$ cat config.mk
export PLATFORM = sky130hd
export DESIGN_NAME = virtio_mmio_block_transport_regs_top_flat
export DESIGN_NICKNAME = d
export VERILOG_FILES = /design/src/rtl/core/vmbt_pkg.sv /design/src/rtl/core/vmbt_if.sv /design/src/rtl/core/vmbt_regs.sv /design/src/rtl/core/virtio_mmio_block_transport_regs_top.sv /design/src/flat_wrapper.sv
export VERILOG_INCLUDE_DIRS = /design/src /design/src/rtl/core
export SDC_FILE = /design/constraint.sdc
export NUM_CORES = 1
export LEC_CHECK = 0
export BUFFER_PORTS_ARGS = -buffer_cell sky130_fd_sc_hd__buf_2
export CAP_MARGIN = 20
export CORE_MARGIN = 5
export CORE_UTILIZATION = 45
export DETAILED_ROUTE_END_ITERATION = 6
export PLACE_DENSITY = 0.73
export SLEW_MARGIN = 20
export SYNTH_ARGS = -nofsm -noshare
export SYNTH_HDL_FRONTEND = slang
export SYNTH_SLANG_ARGS = --single-unit
$ cat constraint.sdc
create_clock -name clk_i -period 5.32 [get_ports clk_i]
set_input_delay 0.798 -clock clk_i [delete_from_list [all_inputs] [get_ports clk_i]]
set_output_delay 0.798 -clock clk_i [all_outputs]
set_load 0.01 [all_outputs]
$ cat src/rtl/core/virtio_mmio_block_transport_regs_top_macros.svh
// Assertion helpers for the RTL of the transport register block.
`ifndef VIRTIO_MMIO_BLOCK_TRANSPORT_REGS_TOP_MACROS_SVH
`define VIRTIO_MMIO_BLOCK_TRANSPORT_REGS_TOP_MACROS_SVH

// Same-cycle implication, checked outside reset.
`define VMBT_ASSERT_IMP(lbl, clk, rstn, ante, cons, msg) \
  lbl: assert property (@(posedge clk) disable iff (!(rstn)) (ante) |-> (cons)) \
    else $error(msg);

// Next-cycle implication, checked outside reset.
`define VMBT_ASSERT_NXT(lbl, clk, rstn, ante, cons, msg) \
  lbl: assert property (@(posedge clk) disable iff (!(rstn)) (ante) |=> (cons)) \
    else $error(msg);

`endif

$ cat src/rtl/core/vmbt_pkg.sv
package vmbt_pkg;

  // Access kinds carried in the func field.
  localparam logic [2:0] FUNC_WORD_READ  = 3'd0;
  localparam logic [2:0] FUNC_WORD_WRITE = 3'd1;
  localparam logic [2:0] FUNC_BYTE_READ  = 3'd2;
  localparam logic [2:0] FUNC_IGNORED    = 3'd3;
  localparam logic [2:0] FUNC_COMPLETION = 3'd4;

  // Configuration register indexes.
  localparam int unsigned CFG_IDX_W = 2;
  localparam logic [CFG_IDX_W-1:0] CFG_WINDOW_BASE = 2'd0;
  localparam logic [CFG_IDX_W-1:0] CFG_CAPACITY    = 2'd1;

  localparam logic [63:0] WINDOW_BASE_RESET = 64'h0000_0000_D000_0000;
  localparam int unsigned CAPACITY_W = 48;

  // Transport register offsets.
  localparam logic [11:0] REG_MAGIC            = 12'h000;
  localparam logic [11:0] REG_VERSION          = 12'h004;
  localparam logic [11:0] REG_DEVICE_ID        = 12'h008;
  localparam logic [11:0] REG_VENDOR_ID        = 12'h00c;
  localparam logic [11:0] REG_DEV_FEATURES     = 12'h010;
  localparam logic [11:0] REG_DEV_FEATURES_SEL = 12'h014;
  localparam logic [11:0] REG_QUEUE_NUM_MAX    = 12'h034;
  localparam logic [11:0] REG_QUEUE_NUM        = 12'h038;
  localparam logic [11:0] REG_QUEUE_READY      = 12'h044;
  localparam logic [11:0] REG_QUEUE_NOTIFY     = 12'h050;
  localparam logic [11:0] REG_IRQ_STATUS       = 12'h060;
  localparam logic [11:0] REG_IRQ_ACK          = 12'h064;
  localparam logic [11:0] REG_STATUS           = 12'h070;
  localparam logic [11:0] REG_DESC_LO          = 12'h080;
  localparam logic [11:0] REG_DESC_HI          = 12'h084;
  localparam logic [11:0] REG_AVAIL_LO         = 12'h090;
  localparam logic [11:0] REG_AVAIL_HI         = 12'h094;
  localparam logic [11:0] REG_USED_LO          = 12'h0a0;
  localparam logic [11:0] REG_USED_HI          = 12'h0a4;
  localparam logic [11:0] REG_CONFIG_BASE      = 12'h100;

  // Fixed register contents.
  localparam logic [31:0] MAGIC_VALUE     = 32'h7472_6976;
  localparam logic [31:0] VERSION_VALUE   = 32'd2;
  localparam logic [31:0] DEVICE_ID_VALUE = 32'd2;
  localparam logic [31:0] VENDOR_VALUE    = 32'h554d_4551;
  localparam logic [31:0] DEV_FEATURES_LO = 32'h0000_0006;
  localparam logic [31:0] DEV_FEATURES_HI = 32'h0000_0001;

  // Block config space layout.
  localparam int unsigned CFG_BYTES = 24;
  localparam int unsigned CFG_BYTE_IDX_W = 5;
  localparam logic [31:0] SIZE_MAX_VALUE = 32'd65536;
  localparam logic [31:0] SEG_MAX_VALUE  = 32'd128;
  localparam logic [31:0] GEOMETRY_VALUE = 32'd0;
  localparam logic [31:0] BLK_SIZE_VALUE = 32'd512;

  typedef struct packed {
    logic [2:0]  func;
    logic [63:0] bus_addr;
    logic [31:0] write_data;
  } vmbt_item_t;

  typedef struct packed {
    logic        hit;
    logic [31:0] read_data;
    logic        notify_pulse;
  } vmbt_resp_t;

  typedef struct packed {
    logic        irq_pending;
    logic [8:0]  queue_size;
    logic [63:0] desc_ring_addr;
    logic [63:0] avail_ring_addr;
    logic [63:0] used_ring_addr;
  } vmbt_state_t;

  typedef struct packed {
    logic                 en;
    logic [CFG_IDX_W-1:0] index;
    logic [63:0]          data;
  } vmbt_cfg_wr_t;

endpackage

$ cat src/rtl/core/vmbt_if.sv
interface vmbt_in_if;
  logic        valid;
  logic        ready;
  logic [2:0]  func;
  logic [63:0] bus_addr;
  logic [31:0] write_data;

  modport source (output valid, func, bus_addr, write_data, input ready);
  modport sink (input valid, func, bus_addr, write_data, output ready);
endinterface

interface vmbt_out_if;
  logic        valid;
  logic        ready;
  logic        hit;
  logic [31:0] read_data;
  logic        notify_pulse;
  logic        irq_pending;
  logic [8:0]  queue_size;
  logic [63:0] desc_ring_addr;
  logic [63:0] avail_ring_addr;
  logic [63:0] used_ring_addr;

  modport source (output valid, hit, read_data, notify_pulse, irq_pending, queue_size,
                  desc_ring_addr, avail_ring_addr, used_ring_addr, input ready);
  modport sink (input valid, hit, read_data, notify_pulse, irq_pending, queue_size,
                desc_ring_addr, avail_ring_addr, used_ring_addr, output ready);
endinterface

interface vmbt_cfg_if;
  logic        valid;
  logic        ready;
  logic [1:0]  index;
  logic [63:0] data;

  modport source (output valid, index, data, input ready);
  modport sink (input valid, index, data, output ready);
endinterface

$ cat src/rtl/core/vmbt_regs.sv
module vmbt_regs
  import vmbt_pkg::*;
#(
  parameter int unsigned QUEUE_MAX    = 256,
  parameter int unsigned WINDOW_BYTES = 512
) (
  input  logic         clk_i,
  input  logic         rst_ni,
  input  vmbt_cfg_wr_t cfg_i,
  input  logic         step_i,
  input  vmbt_item_t   item_i,
  output vmbt_resp_t   resp_o,
  output vmbt_state_t  state_o
);

  localparam int unsigned OffW = $clog2(WINDOW_BYTES);
  localparam int unsigned QcW  = $clog2(QUEUE_MAX + 1);
  localparam logic [31:0] QueueMaxW = 32'(QUEUE_MAX);
  localparam int unsigned CfgVecW = CFG_BYTES * 8;

  logic [63:0]           base_q;
  logic [CAPACITY_W-1:0] capacity_q;

  logic [31:0]    dev_sel_q, dev_sel_d;
  logic [QcW-1:0] queue_q, queue_d;
  logic [31:0]    ready_q, ready_d;
  logic [31:0]    irq_q, irq_d;
  logic [31:0]    status_q, status_d;
  logic [63:0]    desc_q, desc_d;
  logic [63:0]    avail_q, avail_d;
  logic [63:0]    used_q, used_d;

  logic [64:0]         diff;
  logic                in_window;
  logic [OffW-1:0]     off;
  logic [OffW-1:0]     cfg_off;
  logic                is_cfg;
  logic [CfgVecW-1:0]  cfg_vec;
  logic [31:0]         word_rdata;
  logic                ring_ok;
  logic [31:0]         qc_ext;

  function automatic logic [7:0] cfg_byte(input logic [CfgVecW-1:0] v,
                                          input logic [OffW-1:0] c);
    logic [7:0] b;
    b = '0;
    if (32'(c) < CFG_BYTES) begin
      b = v[{c[CFG_BYTE_IDX_W-1:0], 3'b000} +: 8];
    end
    return b;
  endfunction

  // Window test without wraparound: the borrow out of the subtraction marks
  // an address below the base.
  assign diff      = {1'b0, item_i.bus_addr} - {1'b0, base_q};
  assign off       = diff[OffW-1:0];
  assign in_window = !diff[64] && (diff[63:OffW] == '0) && (32'(off) < 32'(WINDOW_BYTES));
  assign is_cfg    = off >= OffW'(REG_CONFIG_BASE);
  assign cfg_off   = off - OffW'(REG_CONFIG_BASE);

  assign cfg_vec = {BLK_SIZE_VALUE, GEOMETRY_VALUE, SEG_MAX_VALUE, SIZE_MAX_VALUE,
                    16'h0000, capacity_q};

  assign ring_ok = (ready_q != '0) && (desc_q != '0) && (avail_q != '0) && (used_q != '0);

  always_comb begin
    word_rdata = '0;
    if (is_cfg) begin
      word_rdata = {cfg_byte(cfg_vec, cfg_off + OffW'(3)), cfg_byte(cfg_vec, cfg_off + OffW'(2)),
                    cfg_byte(cfg_vec, cfg_off + OffW'(1)), cfg_byte(cfg_vec, cfg_off)};
    end else begin
      unique case (off)
        OffW'(REG_MAGIC):         word_rdata = MAGIC_VALUE;
        OffW'(REG_VERSION):       word_rdata = VERSION_VALUE;
        OffW'(REG_DEVICE_ID):     word_rdata = DEVICE_ID_VALUE;
        OffW'(REG_VENDOR_ID):     word_rdata = VENDOR_VALUE;
        OffW'(REG_DEV_FEATURES): begin
          if (dev_sel_q == 32'd0) begin
            word_rdata = DEV_FEATURES_LO;
          end else if (dev_sel_q == 32'd1) begin
            word_rdata = DEV_FEATURES_HI;
          end
        end
        OffW'(REG_QUEUE_NUM_MAX): word_rdata = QueueMaxW;
        OffW'(REG_QUEUE_READY):   word_rdata = ready_q;
        OffW'(REG_IRQ_STATUS):    word_rdata = irq_q;
        OffW'(REG_STATUS):        word_rdata = status_q;
        default:                  word_rdata = '0;
      endcase
    end
  end

  always_comb begin
    resp_o.hit          = (item_i.func != FUNC_COMPLETION) && in_window;
    resp_o.read_data    = '0;
    resp_o.notify_pulse = 1'b0;
    if (resp_o.hit) begin
      if (item_i.func == FUNC_WORD_READ) begin
        resp_o.read_data = word_rdata;
      end else if (item_i.func == FUNC_BYTE_READ && is_cfg) begin
        resp_o.read_data = {24'h000000, cfg_byte(cfg_vec, cfg_off)};
      end else if (item_i.func == FUNC_WORD_WRITE && off == OffW'(REG_QUEUE_NOTIFY)) begin
        resp_o.notify_pulse = ring_ok;
      end
    end
  end

  always_comb begin
    dev_sel_d = dev_sel_q;
    queue_d   = queue_q;
    ready_d   = ready_q;
    irq_d     = irq_q;
    status_d  = status_q;
    desc_d    = desc_q;
    avail_d   = avail_q;
    used_d    = used_q;
    if (step_i) begin
      if (item_i.func == FUNC_COMPLETION) begin
        irq_d = irq_q | 32'd1;
      end else if (resp_o.hit && item_i.func == FUNC_WORD_WRITE) begin
        // Driver feature and queue select writes are accepted but nothing
        // in this block reads them back, so they hold no storage.
        unique case (off)
          OffW'(REG_DEV_FEATURES_SEL): dev_sel_d = item_i.write_data;
          OffW'(REG_QUEUE_NUM): begin
            if (item_i.write_data <= QueueMaxW) begin
              queue_d = QcW'(item_i.write_data);
            end
          end
          OffW'(REG_QUEUE_READY): ready_d  = item_i.write_data;
          OffW'(REG_IRQ_ACK):     irq_d    = irq_q & ~item_i.write_data;
          OffW'(REG_STATUS):      status_d = item_i.write_data;
          OffW'(REG_DESC_LO):     desc_d   = {desc_q[63:32], item_i.write_data};
          OffW'(REG_DESC_HI):     desc_d   = {item_i.write_data, desc_q[31:0]};
          OffW'(REG_AVAIL_LO):    avail_d  = {avail_q[63:32], item_i.write_data};
          OffW'(REG_AVAIL_HI):    avail_d  = {item_i.write_data, avail_q[31:0]};
          OffW'(REG_USED_LO):     used_d   = {used_q[63:32], item_i.write_data};
          OffW'(REG_USED_HI):     used_d   = {item_i.write_data, used_q[31:0]};
          default: ;
        endcase
      end
    end
  end

  always_ff @(posedge clk_i or negedge rst_ni) begin
    if (!rst_ni) begin
      base_q     <= WINDOW_BASE_RESET;
      capacity_q <= '0;
      dev_sel_q  <= '0;
      queue_q    <= QcW'(QUEUE_MAX);
      ready_q    <= '0;
      irq_q      <= '0;
      status_q   <= '0;
      desc_q     <= '0;
      avail_q    <= '0;
      used_q     <= '0;
    end else begin
      if (cfg_i.en && cfg_i.index == CFG_WINDOW_BASE) begin
        base_q <= cfg_i.data;
      end
      if (cfg_i.en && cfg_i.index == CFG_CAPACITY) begin
        capacity_q <= cfg_i.data[CAPACITY_W-1:0];
      end
      dev_sel_q <= dev_sel_d;
      queue_q   <= queue_d;
      ready_q   <= ready_d;
      irq_q     <= irq_d;
      status_q  <= status_d;
      desc_q    <= desc_d;
      avail_q   <= avail_d;
      used_q    <= used_d;
    end
  end

  assign qc_ext = 32'(queue_q);

  // The state only moves when a result is loaded, so it always matches the
  // result that is currently held at the output.
  assign state_o.irq_pending     = irq_q != '0;
  assign state_o.queue_size      = qc_ext[8:0];
  assign state_o.desc_ring_addr  = desc_q;
  assign state_o.avail_ring_addr = avail_q;
  assign state_o.used_ring_addr  = used_q;

endmodule

$ cat src/rtl/core/virtio_mmio_block_transport_regs_top.sv
// Register block of a virtio-mmio block device transport.
// Channel in_i carries one item per bus access or completion event: func
// selects word read, word write, byte read, ignored access or completion.
// Channel out_o returns exactly one result item per input item, in order:
// window hit, read data, the notify pulse, and the interrupt, queue size and
// ring address state as left by that item.
// Channel cfg_i writes the window base (index 0) and the disk capacity in
// sectors (index 1); it is always ready. The user must write it only while
// the block is idle; the block does not enforce it. An item passes through
// one input register, the register decode and update, and one result register.
// Throughput is one item per cycle while out_o does not stall, set by that
// single decode stage; the state registers are read and written in the same
// cycle, so back-to-back accesses see each other's effect.
// When out_o stalls, the held result stays and one more item is taken into
// the input register; further items then wait with ready low.
// Reset puts the window at its default base, clears all transport state and
// sets the queue size to its maximum; no clearing pass is needed.
`include "virtio_mmio_block_transport_regs_top_macros.svh"

module virtio_mmio_block_transport_regs_top
  import vmbt_pkg::*;
#(
  parameter int unsigned QUEUE_MAX    = 256,
  parameter int unsigned WINDOW_BYTES = 512
) (
  input  logic       clk_i,
  input  logic       rst_ni,
  vmbt_in_if.sink    in_i,
  vmbt_out_if.source out_o,
  vmbt_cfg_if.sink   cfg_i
);

  localparam logic [31:0] QueueMaxW = 32'(QUEUE_MAX);

  logic         s1_valid_q, s1_valid_d;
  vmbt_item_t   s1_q;
  logic         res_valid_q, res_valid_d;
  vmbt_resp_t   res_q;
  logic         s1_adv;
  logic         in_fire;
  vmbt_resp_t   resp;
  vmbt_state_t  state;
  vmbt_cfg_wr_t cfg_wr;

  assign s1_adv     = s1_valid_q && (!res_valid_q || out_o.ready);
  assign in_i.ready = !s1_valid_q || s1_adv;
  assign in_fire    = in_i.valid && in_i.ready;

  assign cfg_i.ready  = 1'b1;
  assign cfg_wr.en    = cfg_i.valid;
  assign cfg_wr.index = cfg_i.index;
  assign cfg_wr.data  = cfg_i.data;

  always_comb begin
    s1_valid_d = s1_valid_q;
    if (in_fire) begin
      s1_valid_d = 1'b1;
    end else if (s1_adv) begin
      s1_valid_d = 1'b0;
    end
    res_valid_d = res_valid_q;
    if (s1_adv) begin
      res_valid_d = 1'b1;
    end else if (out_o.ready) begin
      res_valid_d = 1'b0;
    end
  end

  always_ff @(posedge clk_i or negedge rst_ni) begin
    if (!rst_ni) begin
      s1_valid_q  <= 1'b0;
      res_valid_q <= 1'b0;
    end else begin
      s1_valid_q  <= s1_valid_d;
      res_valid_q <= res_valid_d;
    end
  end

  always_ff @(posedge clk_i) begin
    if (in_fire) begin
      s1_q.func       <= in_i.func;
      s1_q.bus_addr   <= in_i.bus_addr;
      s1_q.write_data <= in_i.write_data;
    end
    if (s1_adv) begin
      res_q <= resp;
    end
  end

  vmbt_regs #(
    .QUEUE_MAX    (QUEUE_MAX),
    .WINDOW_BYTES (WINDOW_BYTES)
  ) u_regs (
    .clk_i   (clk_i),
    .rst_ni  (rst_ni),
    .cfg_i   (cfg_wr),
    .step_i  (s1_adv),
    .item_i  (s1_q),
    .resp_o  (resp),
    .state_o (state)
  );

  assign out_o.valid           = res_valid_q;
  assign out_o.hit             = res_q.hit;
  assign out_o.read_data       = res_q.read_data;
  assign out_o.notify_pulse    = res_q.notify_pulse;
  assign out_o.irq_pending     = state.irq_pending;
  assign out_o.queue_size      = state.queue_size;
  assign out_o.desc_ring_addr  = state.desc_ring_addr;
  assign out_o.avail_ring_addr = state.avail_ring_addr;
  assign out_o.used_ring_addr  = state.used_ring_addr;

  `VMBT_ASSERT_NXT(a_s1_hold, clk_i, rst_ni, s1_valid_q && !s1_adv,
                   s1_valid_q && $stable(s1_q), "input register lost or changed an item")
  `VMBT_ASSERT_NXT(a_completion_irq, clk_i, rst_ni, s1_adv && s1_q.func == FUNC_COMPLETION,
                   out_o.valid && out_o.irq_pending && !out_o.hit,
                   "completion did not raise a pending interrupt")
  `VMBT_ASSERT_IMP(a_notify_hit, clk_i, rst_ni, out_o.valid && out_o.notify_pulse,
                   out_o.hit, "notify pulse without a window hit")
  `VMBT_ASSERT_IMP(a_rdata_hit, clk_i, rst_ni, out_o.valid && out_o.read_data != '0,
                   out_o.hit, "read data returned for a miss")
  `VMBT_ASSERT_IMP(a_queue_limit, clk_i, rst_ni, out_o.valid,
                   QueueMaxW > 32'd511 || 32'(out_o.queue_size) <= QueueMaxW,
                   "queue size above its limit")

endmodule
$ cat src/flat_wrapper.sv
// flat-port wrapper written by rule: the top's interface ports become plain ports
module virtio_mmio_block_transport_regs_top_flat import vmbt_pkg::*;
#(
  parameter int unsigned QUEUE_MAX    = 256,
  parameter int unsigned WINDOW_BYTES = 512
)
  (clk_i, rst_ni, in_i_valid, in_i_func, in_i_bus_addr, in_i_write_data, in_i_ready, out_o_valid, out_o_hit, out_o_read_data, out_o_notify_pulse, out_o_irq_pending, out_o_queue_size, out_o_desc_ring_addr, out_o_avail_ring_addr, out_o_used_ring_addr, out_o_ready, cfg_i_valid, cfg_i_index, cfg_i_data, cfg_i_ready);
  vmbt_in_if in_i_i ();
  vmbt_out_if out_o_i ();
  vmbt_cfg_if cfg_i_i ();
  input  logic clk_i;
  input  logic rst_ni;
  input wire logic [$bits(in_i_i.valid)-1:0] in_i_valid;
  input wire logic [$bits(in_i_i.func)-1:0] in_i_func;
  input wire logic [$bits(in_i_i.bus_addr)-1:0] in_i_bus_addr;
  input wire logic [$bits(in_i_i.write_data)-1:0] in_i_write_data;
  output wire logic [$bits(in_i_i.ready)-1:0] in_i_ready;
  output wire logic [$bits(out_o_i.valid)-1:0] out_o_valid;
  output wire logic [$bits(out_o_i.hit)-1:0] out_o_hit;
  output wire logic [$bits(out_o_i.read_data)-1:0] out_o_read_data;
  output wire logic [$bits(out_o_i.notify_pulse)-1:0] out_o_notify_pulse;
  output wire logic [$bits(out_o_i.irq_pending)-1:0] out_o_irq_pending;
  output wire logic [$bits(out_o_i.queue_size)-1:0] out_o_queue_size;
  output wire logic [$bits(out_o_i.desc_ring_addr)-1:0] out_o_desc_ring_addr;
  output wire logic [$bits(out_o_i.avail_ring_addr)-1:0] out_o_avail_ring_addr;
  output wire logic [$bits(out_o_i.used_ring_addr)-1:0] out_o_used_ring_addr;
  input wire logic [$bits(out_o_i.ready)-1:0] out_o_ready;
  input wire logic [$bits(cfg_i_i.valid)-1:0] cfg_i_valid;
  input wire logic [$bits(cfg_i_i.index)-1:0] cfg_i_index;
  input wire logic [$bits(cfg_i_i.data)-1:0] cfg_i_data;
  output wire logic [$bits(cfg_i_i.ready)-1:0] cfg_i_ready;
  assign in_i_i.valid = in_i_valid;
  assign in_i_i.func = in_i_func;
  assign in_i_i.bus_addr = in_i_bus_addr;
  assign in_i_i.write_data = in_i_write_data;
  assign in_i_ready = in_i_i.ready;
  assign out_o_valid = out_o_i.valid;
  assign out_o_hit = out_o_i.hit;
  assign out_o_read_data = out_o_i.read_data;
  assign out_o_notify_pulse = out_o_i.notify_pulse;
  assign out_o_irq_pending = out_o_i.irq_pending;
  assign out_o_queue_size = out_o_i.queue_size;
  assign out_o_desc_ring_addr = out_o_i.desc_ring_addr;
  assign out_o_avail_ring_addr = out_o_i.avail_ring_addr;
  assign out_o_used_ring_addr = out_o_i.used_ring_addr;
  assign out_o_i.ready = out_o_ready;
  assign cfg_i_i.valid = cfg_i_valid;
  assign cfg_i_i.index = cfg_i_index;
  assign cfg_i_i.data = cfg_i_data;
  assign cfg_i_ready = cfg_i_i.ready;
  virtio_mmio_block_transport_regs_top #(.QUEUE_MAX(QUEUE_MAX), .WINDOW_BYTES(WINDOW_BYTES)) u_core (.clk_i(clk_i), .rst_ni(rst_ni), .in_i(in_i_i), .out_o(out_o_i), .cfg_i(cfg_i_i));
endmodule
==> results of run 1 <==
## per-layer routing
layer	vias up	track usage, %	wire length [um]
li1	11147	-	-
met4	6	13.8	6740
met2	1226	47.7	52400
met1	12512	36.3	42800
met5	-	0	23
met3	313	4.23	7840
## cell usage after synthesis (all sizes together), types with 10 or more instances
master	count	share of area (%)
edfxtp	133	13
buf	86	2.0
o22ai	10	0.20
nand2	230	2.8
nor4	106	2.2
mux2	367	14
a21o	14	0.34
a21oi	131	2.2
and4	19	0.54
o211ai	27	0.65
a31oi	46	0.97
a22o	10	0.28
mux2i	15	0.48
or2	13	0.26
nand4	81	1.7
o21a	30	0.72
and2	13	0.26
or3	18	0.36
xor2	10	0.28
dfrtp	439	35
a22oi	27	0.65
xnor2	26	0.73
inv	122	1.5
a2111oi	19	0.56
mux4	25	1.8
ha	74	3.0
nor3	63	1.3
clkbuf	93	1.1
a211oi	27	0.79
nor2	104	1.3
nand3	49	0.84
o21ai	164	2.6
## registers in the layout, indices dropped and copies added, names as in the netlist, 9 cells and up
name	cells
u_core.out_o.read_data	32
u_core.s1_q	99
u_core.u_regs.avail_q	64
u_core.u_regs.base_q	64
u_core.u_regs.capacity_q	48
u_core.u_regs.desc_q	64
u_core.u_regs.dev_sel_q	32
u_core.u_regs.irq_q	32
u_core.u_regs.queue_q	9
u_core.u_regs.ready_q	32
u_core.u_regs.status_q	32
u_core.u_regs.used_q	64
## critical path: stages, from the launching register on
cell and delay, ps:
edfxtp_1 360, inv_1 60, ha_2 180, inv_1 60
fa_1 440, a211oi_2 300, o21ai_0 200, and2_1 250
o31ai_1 350, a21boi_0 190, or3_1 400, a2111o_1 440
nor4_1 340, and4_2 430, and4_1 310, buf_12 210
mux2_1 340
## power by group
part	switching (mW)	internal [mW]	total [mW]	leakage (nW)
logic	2.49	1.36	3.84	8.69
registers	0.220	4.76	4.98	7.09
clock network	1.82	2.48	4.30	0.992
## area by class of cell
cell class,count,area (sq um)
flip-flops and latches,576,15100
multi-input cells,1880,14700
clock buffers,95,1760
fillers,6010,32200
repair buffers,501,2940
clock inverters,19,277
inverters,123,462
well taps,931,1160
## kinds of logic (layout without fill, tap and decap cells)
| family | after synthesis | count (layout) |
|---|---|---|
| buf+inv | 302 | 738 |
| compound gates | 602 | 602 |
| mux | 407 | 407 |
| fa+ha+maj | 75 | 75 |
| xor+xnor | 36 | 36 |
| simple gates | 759 | 759 |
| other cells | 1 | 1 |
| flops | 576 | 576 |
## stage by stage
stage | TNS (ps) | cell area, sq um | hold WS, ps | setup WS, ps | util (%)
floorplan | 0 | 31100 | 454 | 1100 | -
global placement | 0 | 34300 | 467 | 154 | 50.0
detailed placement | 0 | 34300 | 475 | 35.0 | 50.0
CTS | 0 | 36300 | 192 | 73.9 | 53.0
global route | -15.9 | 36300 | 218 | -12.0 | 53.0
finish | 0 | 36300 | 166 | 270 | 53.0
## worst paths after layout
kind | start | to | slack [ps] | depth (start not counted)
min in group clk_i | in_i_write_data[30] | u_core.s1_q[30]$_DFFE_PP_ | 320 | 1
worst min-delay path | rst_ni | u_core.u_regs.irq_q[5]$_DFFE_PN0P_ | 170 | 1
max in group asynchronous | rst_ni | u_core.u_regs.base_q[47]$_DFFE_PN0P_ | 3830 | 2
worst max register to register | u_core.s1_q[32]$_DFFE_PP_ | u_core.u_regs.status_q[31]$_DFFE_PN0P_ | 270 | 16
worst min register to register | u_core.u_regs.status_q[2]$_DFFE_PN0P_ | u_core.u_regs.status_q[2]$_DFFE_PN0P_ | 490 | 1
worst max-delay path | u_core.s1_q[32]$_DFFE_PP_ | u_core.u_regs.status_q[31]$_DFFE_PN0P_ | 270 | 16
## what timing repair did
item	4_1_cts	5_1_grt
resized for setup	1	5
pin swaps	0	1
hold buffers	0	0
endpoints found under the setup margin	1	128
buffers inserted	0	0
==> metrics.txt, run 1 <==
status finished clean; CP Class reg2reg; nets 3,387; Initial Util 45.4%; Leak 16.8 nW; # IOs 409; most common cell after layout, fill and taps aside dfrtp_1; fin cells 4,125; Cells after Synth 2,758; Unique masters post-synth 104; Worst Max-Slew Pin Slew 1160 ps; CTS H-tree lvls 2; Final Setup Violations 0; Clk Latency, worst-skew pair 660 ps; Slew Limit Fails 0; fraction of the mapped netlist area in compound gates 12.9%; P per Cell Area 361 nW/um^2; die width 273 um; Hold WC Path Type in2async; GRT Util Overall 28.5%; Tmin final 5050 ps; Syn Std Cell Area 31,100 sq um; largest family of logic cells by synthesized area multiplexers; most used flip-flop cell after synthesis dfrtp_1; final hold viol count 0; routed vias/inst 6.11; register bit total from synthesis 576; number of global-route vias before repair 24,828; Startpoint Class flip-flop; Net Count, Synth 3,003; largest net degree at the start of global routing 144; Crit Path Max Fanout 25; grt total ovfl 0; Simple-Gate Fraction of Synth Area 13.2%; final worst-path cycle share 94.9%; final wirelength 110,000 um; Port Buffers 407; drt pass-1 iters 7; Pwr Total 13.1 mW; die area 74,500 sq um; Ys Warns 0; detailed-route via count 25,204; Crit path required time 5810 ps; clock skew 63.3 ps; Max clock buf depth 3; clock-pin slew on the worst setup and hold paths 60 ps; number of CTS-inserted buffers 60; Area Growth Syn to Fin 16.8%; Mapped Avg Cell Area 11.3 sq um; CP Data Arrival Time 5540 ps; FP Rows 96; Routability Congestion 1.05; asr flop ratio synth 76.9%; initial detailed-routing violation count 2,594; Setup crit end kind flip-flop; fmax 198 MHz; clock sinks 576; DPL Wire Length 83,100 um; Synth Area in XOR/XNOR 1.01%; WL/cell 26.6 um; max_cap viols 0; Post-synth EDFFs 133; post-synthesis mux area share 16.7%; most frequent cells in the layout 439 x dfrtp_1, 406 x buf_2, 228 x nand2_1, 209 x mux2_2, 151 x o21ai_0; drt drc 0; Synth Area in Adders 3.04%; total placed cells including tap cells 4,011; Root Driver clkbuf_16; Die H 273 um; global-route wire length before repair 161,000 um; VDD IR max 251 uV; initial antenna violation count 4; slew margin rel. 20.6%; final antenna-violating net count 0; layout cell share with drive strength beyond 1 31.6%; sequential element share of the synthesized area 48.5%; RSZ-0062 raised after global routing yes; Inserted Diodes 0; TritonCTS clock tree done; area of the core 68,600 sq um
Note: power is estimated with default switching activity, not from simulation.
==> inputs of run 2 (changes only) <==
--- a/config.mk
+++ b/config.mk
@@ -15,4 +15,5 @@
 export SLEW_MARGIN = 20
 export SYNTH_ARGS = -nofsm -noshare
 export SYNTH_HDL_FRONTEND = slang
+export SYNTH_HIERARCHICAL = 1
 export SYNTH_SLANG_ARGS = --single-unit
==> run 2 against run 1 <==
The run now ends with setup timing left. Combinational power grew 4%. Non-clock buffer count increased by 13. Synthesized cell count is essentially flat. Sequential share of layout area grew 0.48 points. Core utilization is 1.5 points higher.
==> metrics.txt, run 2 <==
Slew Limit Fails 0; final wirelength 104,000 um; Tmin final 5350 ps; TritonCTS clock tree done; drt drc 0; synth cell count leaders 439 x dfrtp_1, 306 x mux2_2, 258 x nand2_1; clock skew 65.5 ps; Leak 16.5 nW; Clk Latency, worst-skew pair 670 ps; Crit path required time 5770 ps; area of the core 66,000 sq um; register bit total from synthesis 576; Mapped Avg Cell Area 10.9 sq um; largest cells by area after synthesis dfrtp_1 37%, edfxtp_1 13%, mux2_2 11%, nand2_1 3.2%, ha_1 3.0%; internal power 9.07 mW; asr flop ratio synth 76.9%; Final Setup Violations 1; R2R depth 15; die width 268 um; post-synth top area cell dfrtp_1; sequential element share of the synthesized area 50.2%; clock-pin slew on the worst setup and hold paths 60 ps; Ys Warns 6; Critical Path End u_core/out_o.read_data[8]$_DFFE_PP_; largest net degree at the start of global routing 170; CTS H-tree lvls 2; sw power 4.68 mW; Net Count, Synth 3,001; FF-to-FF setup slack -30 ps; max_cap viols 0; Worst Max-Slew Pin Slew 988 ps; slew margin rel. 33.7%; Unique masters post-synth 87; detailed-route via count 25,065; initial antenna violation count 9; r2r startpoint u_core/s1_q[34]$_DFFE_PP_; worst r2r dst u_core/out_o.read_data[8]$_DFFE_PP_; fmax 187 MHz; routed vias/inst 6.15; most common cell in the synthesized netlist dfrtp_1; failing checks setup timing; sequential share of power 36.1%; Syn Std Cell Area 30,000 sq um; Largest register FFs 99; number of CTS-inserted buffers 60; Hold WC Path Type in2async; most frequent cells in the layout 439 x dfrtp_1, 406 x buf_2, 306 x mux2_2, 257 x nand2_1, 156 x a21oi_1; FP Rows 94; VDD IR max 290 uV; CP Class reg2reg; largest register by flop count u_core/s1_q; # IOs 409; GRT Util Overall 27.8%; Post-synth EDFFs 133; Root Driver clkbuf_16; global-route wire length before repair 154,000 um; Max clock buf depth 3; sw frac 34.0%; Critical path origin u_core/s1_q[34]$_DFFE_PP_; Crit Path Max Fanout 12; number of global-route vias before repair 24,577; Clk pwr share 34.7%; clock sinks 576; final worst-path cycle share 101%; setup ws final -32.9 ps; CP Data Arrival Time 5800 ps; Routability Congestion 1.00; total placed cells including tap cells 3,954; nets 3,400; Startpoint Class flip-flop; Cells after Synth 2,757; initial detailed-routing violation count 2,883; cts hold-fix bufs 0; Final Instance Area 35,900 sq um; Pwr Total 13.8 mW; top cell type's share of synthesized area 36.6%; fin cells 4,075; final hold viol count 0; die area 72,000 sq um; Die H 268 um; most used flip-flop cell after synthesis dfrtp_1; drt pass-1 iters 7; most common cell after layout, fill and taps aside dfrtp_1; status finished, violations left; Initial Util 45.5%; DPL Wire Length 77,500 um; P per Cell Area 383 nW/um^2; final antenna-violating net count 0; Port Buffers 407; layout cell share with drive strength beyond 1 31.9%; WL/cell 25.5 um; grt total ovfl 0; Setup crit end kind flip-flop; Comb power frac 29.2%; Post-DP Area 33,500 sq um; Area Growth Syn to Fin 19.6%; RSZ-0062 raised after global routing no
-- run 2: cell count changes after synthesis, moves of 17 or more --
cell	delta
mux2_2	+97
o211ai_1	-18
mux2i_1	+48
nand2_1	+30
a21oi_1	+33
a21boi_0	+35
mux2_1	-49
mux2_4	-89
buf_6	-17
a31oi_1	-23
clkbuf_1	+30
-- run 2: metal layers --
metal	global-route usage, %	routed length, um	vias to the layer above
li1	-	-	11003
met2	45.3	49400	1304
met5	0	47	-
met3	5.16	8830	212
met1	38.4	42300	12538
met4	8.52	3490	8
-- run 2: worst min path at each step --
stage	start	cells after the start	end
2_1_floorplan	u_core/u_regs/status_q[5]$_DFFE_PN0P_	1	u_core/u_regs/status_q[5]$_DFFE_PN0P_
3_3_place_gp	u_core/u_regs/dev_sel_q[10]$_DFFE_PN0P_	1	u_core/u_regs/dev_sel_q[10]$_DFFE_PN0P_
3_5_place_dp	u_core/u_regs/dev_sel_q[9]$_DFFE_PN0P_	1	u_core/u_regs/dev_sel_q[9]$_DFFE_PN0P_
4_1_cts	rst_ni	1	u_core/u_regs/base_q[11]$_DFFE_PN0P_
5_1_grt	rst_ni	1	u_core/u_regs/base_q[11]$_DFFE_PN0P_
6_report	rst_ni	1	u_core/u_regs/base_q[20]$_DFFE_PN0P_
-- run 2: layout make-up --
type,instances,area [sq um]
clock inverters,38,584
repair buffers,514,3030
inverters,123,462
fillers,5571,30100
multi-input cells,1881,14000
clock buffers,76,1720
flip-flops and latches,576,15100
well taps,864,1080
diodes,3,7.51
-- run 2: metrics by stage --
step | setup WS, ps | util, % | hold slack (ps) | setup TNS, ps
detailed placement | -382 | 50.8 | 476 | -4650
CTS | 30.9 | 54.3 | 68.4 | 0
finish | -32.9 | 54.5 | 75.0 | -32.9
global placement | -423 | 50.7 | 467 | -7500
global route | 4.45 | 54.4 | 94.1 | 0
floorplan | 835 | - | 458 | 0
-- run 2: critical path, stage by stage (launching register included) --
cell and delay, ps:
edfxtp_1 460, ha_1 430, o211a_1 180, o31ai_2 100, a2111o_1 510, a31oi_2 340
a311oi_2 140, nor4_2 290, mux2i_1 210, or4bb_1 540, or4b_2 680, nor4_2 340
buf_4 210, nand2_2 170, buf_4 210, nor4_1 320
-- run 2: power by group through the flow --
stage / Clock, mW / Combinational (mW) / Sequential (mW)
after floorplan: 0 / 2.54 / 4.93
after global placement: 0 / 3.82 / 5.04
after detailed placement: 0 / 3.84 / 5.05
after CTS: 4.84 / 3.87 / 4.97
after global routing: 5.03 / 4.27 / 4.99
final: 4.77 / 4.01 / 4.97
-- run 2: logic make-up (layout without fill, tap and decap cells) --
kind of cell / after synthesis / in the layout / synth area share [%]
flops: 576 / 576 / 50.2
other cells: 1 / 4 / 0.0125
compound gates: 568 / 568 / 12.0
fa+ha+maj: 74 / 74 / 3.11
mux: 411 / 411 / 16.0
simple gates: 780 / 780 / 13.3
xor+xnor: 47 / 47 / 1.37
buf+inv: 300 / 751 / 3.98
-- run 2: repair_timing --
action                     4_1_cts  5_1_grt
setup endpoints to repair       27       25
gates resized for setup          6       21
pin swaps                        0        6
setup buffers                    0        4
